### src/hdl/iida_pkg.sv
`timescale 1ns / 1ps

package iida_pkg;

	localparam int OP_W   = 2;
	localparam int POS_W  = 5;
	localparam int DATA_W = 32;
	localparam int CNT_W  = 5;

	localparam logic [OP_W-1:0] OP_READ   = 2'd0;
	localparam logic [OP_W-1:0] OP_INSERT = 2'd1;
	localparam logic [OP_W-1:0] OP_DELETE = 2'd2;

	typedef enum logic [1:0] {
		ST_OK    = 2'd0,
		ST_FULL  = 2'd1,
		ST_EMPTY = 2'd2,
		ST_RANGE = 2'd3
	} status_t;

endpackage

### src/hdl/iida_req_if.sv
`timescale 1ns / 1ps

interface iida_req_if;
	import iida_pkg::*;

	logic                     valid;
	logic                     ready;
	logic [OP_W-1:0]          op;
	logic [POS_W-1:0]         position;
	logic signed [DATA_W-1:0] write_value;

	modport source (output valid, output op, output position, output write_value, input ready);
	modport sink (input valid, input op, input position, input write_value, output ready);

endinterface

### src/hdl/iida_rsp_if.sv
`timescale 1ns / 1ps

interface iida_rsp_if;
	import iida_pkg::*;

	logic                     valid;
	logic                     ready;
	logic signed [DATA_W-1:0] read_value;
	logic [CNT_W-1:0]         count;
	status_t                  status;

	modport source (output valid, output read_value, output count, output status, input ready);
	modport sink (input valid, input read_value, input count, input status, output ready);

endinterface

### src/hdl/indexed_insert_delete_array.sv
`timescale 1ns / 1ps

// channel  dir  fields
// req      in   op, position, write_value
// rsp      out  read_value, count, status
//
// two register stages: req is captured in s1, the operation runs combinationally
// from s1 into the cells and the s2 result register, so one transaction a cycle
// is sustained while rsp is ready
// every cell picks hold, left neighbor, right neighbor or the new value in parallel
// arst_n clears the valid flags and the element count; cell contents are not reset
// a stalled rsp holds s2, s1 holds behind it and req.ready drops only when both are full

module indexed_insert_delete_array #(
	parameter int CAPACITY   = 16,
	parameter int VALUE_BITS = 32
) (
	input  logic       clk,
	input  logic       arst_n,
	iida_req_if.sink   req,
	iida_rsp_if.source rsp
);
	import iida_pkg::*;

	localparam int CW = $clog2(CAPACITY + 1);
	localparam int IW = $clog2(CAPACITY);
	localparam int PW = (CW > POS_W) ? CW : POS_W;

	// input stage
	logic                  valid_s1;
	logic [OP_W-1:0]       op_s1;
	logic [POS_W-1:0]      position_s1;
	logic [DATA_W-1:0]     write_value_s1;

	// result stage
	logic                  valid_s2;
	logic [DATA_W-1:0]     read_value_s2;
	logic [CNT_W-1:0]      count_s2;
	status_t               status_s2;

	logic [VALUE_BITS-1:0] cells_q [CAPACITY];
	logic [VALUE_BITS-1:0] cells_d [CAPACITY];
	logic [VALUE_BITS-1:0] left_nb [CAPACITY];
	logic [VALUE_BITS-1:0] right_nb [CAPACITY];
	logic [CW-1:0]         count_q;
	logic [CW-1:0]         count_d;

	logic                  load_s2;
	logic                  advance;
	logic                  full;
	logic                  empty;
	logic [PW-1:0]         pos_ext;
	logic [PW-1:0]         cnt_ext;
	logic [PW-1:0]         last_ext;
	logic [IW-1:0]         ins_idx;
	logic [IW-1:0]         del_idx;
	logic [VALUE_BITS-1:0] wv_store;
	logic [VALUE_BITS-1:0] rd_cell;
	logic [DATA_W-1:0]     rd_word;
	logic [DATA_W-1:0]     read_value_d;
	status_t               status_d;

	assign load_s2   = !valid_s2 || rsp.ready;
	assign advance   = valid_s1 && load_s2;
	assign req.ready = !valid_s1 || load_s2;

	assign rsp.valid      = valid_s2;
	assign rsp.read_value = read_value_s2;
	assign rsp.count      = count_s2;
	assign rsp.status     = status_s2;

	always_ff @(posedge clk or negedge arst_n) begin
		if (!arst_n) begin
			valid_s1 <= 1'b0;
		end else if (req.ready) begin
			valid_s1 <= req.valid;
		end
	end

	always_ff @(posedge clk) begin
		if (req.valid && req.ready) begin
			op_s1          <= req.op;
			position_s1    <= req.position;
			write_value_s1 <= req.write_value;
		end
	end

	for (genvar g = 0; g < CAPACITY; g++) begin : g_nb
		if (g == 0) begin : g_first
			assign left_nb[g] = cells_q[g];
		end else begin : g_mid_l
			assign left_nb[g] = cells_q[g-1];
		end
		if (g == CAPACITY - 1) begin : g_last
			assign right_nb[g] = cells_q[g];
		end else begin : g_mid_r
			assign right_nb[g] = cells_q[g+1];
		end
	end

	// stored width may differ from the 32-bit port
	if (VALUE_BITS <= DATA_W) begin : g_narrow_wr
		assign wv_store = write_value_s1[VALUE_BITS-1:0];
	end else begin : g_wide_wr
		assign wv_store = {{(VALUE_BITS - DATA_W){1'b0}}, write_value_s1};
	end

	assign rd_cell = cells_q[pos_ext[IW-1:0]];

	if (VALUE_BITS >= DATA_W) begin : g_wide_rd
		assign rd_word = rd_cell[DATA_W-1:0];
	end else begin : g_narrow_rd
		assign rd_word = {{(DATA_W - VALUE_BITS){rd_cell[VALUE_BITS-1]}}, rd_cell};
	end

	assign full     = (count_q == CW'(CAPACITY));
	assign empty    = (count_q == '0);
	assign pos_ext  = PW'(position_s1);
	assign cnt_ext  = PW'(count_q);
	assign last_ext = cnt_ext - PW'(1);
	assign ins_idx  = IW'((pos_ext > cnt_ext) ? cnt_ext : pos_ext);
	assign del_idx  = IW'((pos_ext > last_ext) ? last_ext : pos_ext);

	always_comb begin
		cells_d      = cells_q;
		count_d      = count_q;
		status_d     = ST_OK;
		read_value_d = '0;
		case (op_s1)
			OP_READ: begin
				if (empty) begin
					status_d = ST_EMPTY;
				end else if (pos_ext >= cnt_ext) begin
					status_d = ST_RANGE;
				end else begin
					read_value_d = rd_word;
				end
			end
			OP_INSERT: begin
				if (full) begin
					status_d = ST_FULL;
				end else begin
					for (int i = 0; i < CAPACITY; i++) begin
						if (IW'(i) == ins_idx) begin
							cells_d[i] = wv_store;
						end else if (IW'(i) > ins_idx) begin
							cells_d[i] = left_nb[i];
						end
					end
					count_d = count_q + CW'(1);
				end
			end
			OP_DELETE: begin
				if (empty) begin
					status_d = ST_EMPTY;
				end else begin
					for (int i = 0; i < CAPACITY; i++) begin
						if (IW'(i) >= del_idx) begin
							cells_d[i] = right_nb[i];
						end
					end
					count_d = count_q - CW'(1);
				end
			end
			default: begin
				status_d = ST_OK;
			end
		endcase
	end

	always_ff @(posedge clk) begin
		if (advance) begin
			cells_q <= cells_d;
		end
	end

	always_ff @(posedge clk or negedge arst_n) begin
		if (!arst_n) begin
			count_q  <= '0;
			valid_s2 <= 1'b0;
		end else begin
			if (advance) begin
				count_q <= count_d;
			end
			if (load_s2) begin
				valid_s2 <= valid_s1;
			end
		end
	end

	always_ff @(posedge clk) begin
		if (advance) begin
			read_value_s2 <= read_value_d;
			count_s2      <= CNT_W'(count_d);
			status_s2     <= status_d;
		end
	end

	a_count_bound: assert property (@(posedge clk) disable iff (!arst_n)
		count_q <= CW'(CAPACITY))
		else $error("element count above capacity");

	a_insert_grows: assert property (@(posedge clk) disable iff (!arst_n)
		advance && op_s1 == OP_INSERT && !full |=> count_q == $past(count_q) + CW'(1))
		else $error("insert did not grow the array");

	a_delete_shrinks: assert property (@(posedge clk) disable iff (!arst_n)
		advance && op_s1 == OP_DELETE && !empty |=> count_q == $past(count_q) - CW'(1))
		else $error("delete did not shrink the array");

	a_full_status: assert property (@(posedge clk) disable iff (!arst_n)
		valid_s2 && status_s2 == ST_FULL |-> count_q == CW'(CAPACITY))
		else $error("full status while array not full");

	a_error_zero: assert property (@(posedge clk) disable iff (!arst_n)
		valid_s2 && status_s2 != ST_OK |-> read_value_s2 == '0)
		else $error("nonzero read value on error");

endmodule

### src/flat_wrapper.sv
// flat-port wrapper written by rule: the top's interface ports become plain ports
module indexed_insert_delete_array_flat import iida_pkg::*;
#(
	parameter int CAPACITY   = 16,
	parameter int VALUE_BITS = 32
)
  (clk, arst_n, req_valid, req_op, req_position, req_write_value, req_ready, rsp_valid, rsp_read_value, rsp_count, rsp_status, rsp_ready);
  iida_req_if req_i ();
  iida_rsp_if rsp_i ();
  input  logic clk;
  input  logic arst_n;
  input wire logic [$bits(req_i.valid)-1:0] req_valid;
  input wire logic [$bits(req_i.op)-1:0] req_op;
  input wire logic [$bits(req_i.position)-1:0] req_position;
  input wire logic [$bits(req_i.write_value)-1:0] req_write_value;
  output wire logic [$bits(req_i.ready)-1:0] req_ready;
  output wire logic [$bits(rsp_i.valid)-1:0] rsp_valid;
  output wire logic [$bits(rsp_i.read_value)-1:0] rsp_read_value;
  output wire logic [$bits(rsp_i.count)-1:0] rsp_count;
  output wire logic [$bits(rsp_i.status)-1:0] rsp_status;
  input wire logic [$bits(rsp_i.ready)-1:0] rsp_ready;
  assign req_i.valid = req_valid;
  assign req_i.op = req_op;
  assign req_i.position = req_position;
  assign req_i.write_value = req_write_value;
  assign req_ready = req_i.ready;
  assign rsp_valid = rsp_i.valid;
  assign rsp_read_value = rsp_i.read_value;
  assign rsp_count = rsp_i.count;
  assign rsp_status = rsp_i.status;
  assign rsp_i.ready = rsp_ready;
  indexed_insert_delete_array #(.CAPACITY(CAPACITY), .VALUE_BITS(VALUE_BITS)) u_core (.clk(clk), .arst_n(arst_n), .req(req_i), .rsp(rsp_i));
endmodule
### config.mk
export PLATFORM = sky130hd
export DESIGN_NAME = indexed_insert_delete_array_flat
export DESIGN_NICKNAME = d
export VERILOG_FILES = /design/src/hdl/iida_pkg.sv /design/src/hdl/iida_req_if.sv /design/src/hdl/iida_rsp_if.sv /design/src/hdl/indexed_insert_delete_array.sv /design/src/flat_wrapper.sv
export SDC_FILE = /design/constraint.sdc
export NUM_CORES = 1
export LEC_CHECK = 0
export BUFFER_PORTS_ARGS = -buffer_cell sky130_fd_sc_hd__buf_4
export CAP_MARGIN = 10
export CORE_MARGIN = 2
export CORE_UTILIZATION = 65
export CTS_BUF_LIST = sky130_fd_sc_hd__clkbuf_16
export DETAILED_ROUTE_END_ITERATION = 7
export PLACE_DENSITY_LB_ADDON = 0.3
export SLEW_MARGIN = 20
export SYNTH_ARGS = -nofsm -noshare
export SYNTH_HDL_FRONTEND = slang
export SYNTH_SLANG_ARGS = --single-unit
### constraint.sdc
create_clock -name clk -period 20.3 [get_ports clk]
set_input_delay 6.09 -clock clk [delete_from_list [all_inputs] [get_ports clk]]
set_output_delay 6.09 -clock clk [all_outputs]
set_load 0.03 [all_outputs]
==> results.cfg <==
[timing]
finClkSkew_ns = 0.01829
tns_ns = 0
grt_setup_unrepaired = false
fmax_mhz = 79.01
finalSetupViolCount = 0
maxSlewHeadroom_pct = 27.00
period_needed_ns = 12.66
fin_crit_sh_pct = 62.34
worstMarginPinSlew_ns = 1.092
finalMaxSlewViolations = 0
hold_viol_final = 0

[synthesis]
ys_seq_elements = 597
yosysWarnings = 0
ys.flop_type = edfxtp_1
synthesis.area_mm2 = 0.03374
synthArstFlopShare_pct = 1.173
ys_seq_area_share_pct = 53.02
synth-edff-count = 590
avgSynthCellArea_um2 = 12.33
syn_nets = 2794
syn_inst = 2736
synthDistinctLibCells = 57

[min_path]
min_delay_path_depth = 1
hp-class = flip-flop to flip-flop
worstHoldStart = u_core.valid_s1$_DFFE_PN0N_
hold_path_end = u_core.rsp.valid$_DFFE_PN0P_

[layout]
diodes = 0
fin_util_pct = 71.92
fillers = 3389
syn2layout_area_growth_pct = 9.332
nNetsFinal = 2743
drive_gt1_share_pct = 16.90

[clock_tree]
cts-root-buf = clkbuf_16
cts_resized = 0
h-tree-depth = 3
clk_pin_slew_ns = 0.06
cts.sinks = 597
cts_buffer_depth = 3
clk_latency_ns = 0.60
cts_tree = built
postCtsHoldBufs = 0
cts_buffers = 66
post_cts_buffers = 0

[place]
dp_hpwl_um = 48750
port_buffers = 83
gp_congestion = 0.8726

[detailed_routing]
wl_per_cell_um = 26.52
ant_nets = 0
drc = 0
drtPass1Iterations = 6
vias = 23687
finalWirelength_um = 90530
viasPerCell = 6.940
initialDrtViolationCount = 3272

[power_and_ir_drop]
p_sw_mw = 1.244
switching_share_pct = 31.84
ir_drop_uv = 65.97
cellPowerDensity_mw_per_mm2 = 105.9
pwr-share-clk_pct = 29.9
p_leak_nw = 14.06
internal_power_mw = 2.663
combPwrFrac_pct = 25.2
seq_power_share_pct = 44.9

[global_route]
antenna_found_initial = 2
grt_max_degree = 320
grt_pass1_vias = 23165
grt_overflow_total = 0
grt_pass1_wl_um = 137700
grtUsageTotal_pct = 33.68

[job]
cap_viol_max_count = 0

[setup_path]
startpoint_type = input pin
reg2reg_depth = 12
required_ns = 14.21
end_kind = output port
worstPathArrival_ns = 6.57
worst-r2r-setup-slack_ns = 14.63
rr_startpoint = u_core.cnt_ext[0]$_DFFE_PN0P_
timing.rr.end = u_core.cells_q[303]$_DFFE_PP_
criticalPathCategory = input pin to output port
critPathMaxFanout = 3

[floorplan]
chipHeight_um = 231.9
fp.coreArea_mm2 = 0.05130
initial_core_util_pct = 65.78
boundaryPins = 84
die_w_um = 231.9
num_rows = 83
dieArea_mm2 = 0.05375

[status]
status = completed
==> worst max-delay path by stage <==
stage	to	slack, ns	from	cells past startpoint
final	req_ready	7.64	rsp_ready	3
after CTS	req_ready	7.64	rsp_ready	3
after detailed placement	req_ready	7.64	rsp_ready	3
after floorplan	u_core.cells_q[416]$_DFFE_PP_	7.77	rsp_ready	5
after global placement	req_ready	7.64	rsp_ready	3
after global routing	req_ready	7.61	rsp_ready	3
==> cells in the mapped netlist, types with 3 or more instances <==
master | count | area share (%)
o21ai_1 | 11 | 0.16
buf_2 | 34 | 0.50
inv_1 | 15 | 0.17
o21ai_0 | 454 | 6.7
mux2_2 | 43 | 1.4
buf_4 | 34 | 0.76
a211oi_1 | 5 | 0.11
and3_1 | 35 | 0.65
mux2i_2 | 10 | 0.41
mux2i_1 | 490 | 15
edfxtp_1 | 590 | 53
a21oi_1 | 10 | 0.15
nand3_1 | 8 | 0.12
nor3_1 | 6 | 0.089
mux4_2 | 160 | 11
a221oi_1 | 9 | 0.23
buf_6 | 4 | 0.13
nand2_1 | 477 | 5.3
ha_1 | 15 | 0.56
nor2_1 | 85 | 0.95
a31oi_1 | 4 | 0.074
clkbuf_1 | 177 | 2.0
buf_1 | 3 | 0.033
dfrtp_1 | 7 | 0.52
nand2b_1 | 9 | 0.17
==> power by group through the flow <==
stage / combinational, mW / sequential [mW] / clock [mW]
final: 0.984 / 1.75 / 1.17
after global routing: 1.04 / 1.77 / 1.22
after CTS: 0.967 / 1.75 / 1.18
after detailed placement: 0.963 / 1.77 / 0
after global placement: 0.927 / 1.76 / 0
after floorplan: 0.673 / 1.73 / 0
==> cells by family after synthesis <==
| logic type | count (synthesis) | share of synthesized area [%] |
|---|---|---|
| simple gates | 637 | 7.642 |
| buf+inv | 267 | 3.563 |
| fa+ha+maj | 15 | 0.5562 |
| mux | 704 | 27.10 |
| compound gates | 515 | 8.091 |
| xor+xnor | 1 | 0.02596 |
| flops | 597 | 53.02 |
==> metrics by stage <==
stage	instance area [um2]	hold WS [ns]	std cells	power, mW	worst slack, ns
after floorplan	33740	0.4490	2736	2.405	7.773
after global placement	34780	0.4699	3295	2.685	7.643
after detailed placement	34780	0.4677	3295	2.732	7.643
after CTS	36840	0.4978	3411	3.890	7.639
after global routing	36890	0.5223	3413	4.034	7.614
final	36890	0.4990	3413	3.907	7.644
==> worst max-delay path, cell delays in order <==
cell      delay [ns]
buf_4           0.11
nand3b_1        0.18
buf_4           0.19
==> routing by layer <==
layer  global-route usage, %  routed length [um]
met4                   14.50                3356
met2                   53.20               43010
met5                       0                   0
met1                   45.98               34640
met3                   6.655                9521
==> layout make-up <==
cell class	count	area [um2]	share of cell area [%]
Sequential cell	597	17890	48.50
Multi-Input combinational cell	1872	14970	40.58
Clock buffer	69	1727	4.680
Timing Repair Buffer	133	1064	2.883
Tap cell	680	850.8	2.306
Clock inverter	47	331.6	0.8987
Inverter	15	56.30	0.1526
==> placed cells by master (no fill, tap or decap), drive strengths merged, types with 10 or more instances in the layout <==
cell,n
inv,35
edfxtp,590
and3,37
nand2,478
mux2,44
buf,133
clkbuf,69
a21oi,10
mux2i,500
clkinv,21
a221oi,10
ha,15
nor2,85
mux4,160
o21ai,465
==> flip-flops by register name (all words and copies together) (netlist names), 2 cells and up <==
name,count
u_core.pos_ext,5
u_core.cells_q,512
u_core.write_value_s1,32
u_core.rsp.status,2
u_core.rsp.count,5
u_core.op_s1,2
u_core.rsp.read_value,32
u_core.cnt_ext,5
(Power assumes the default switching activity.)
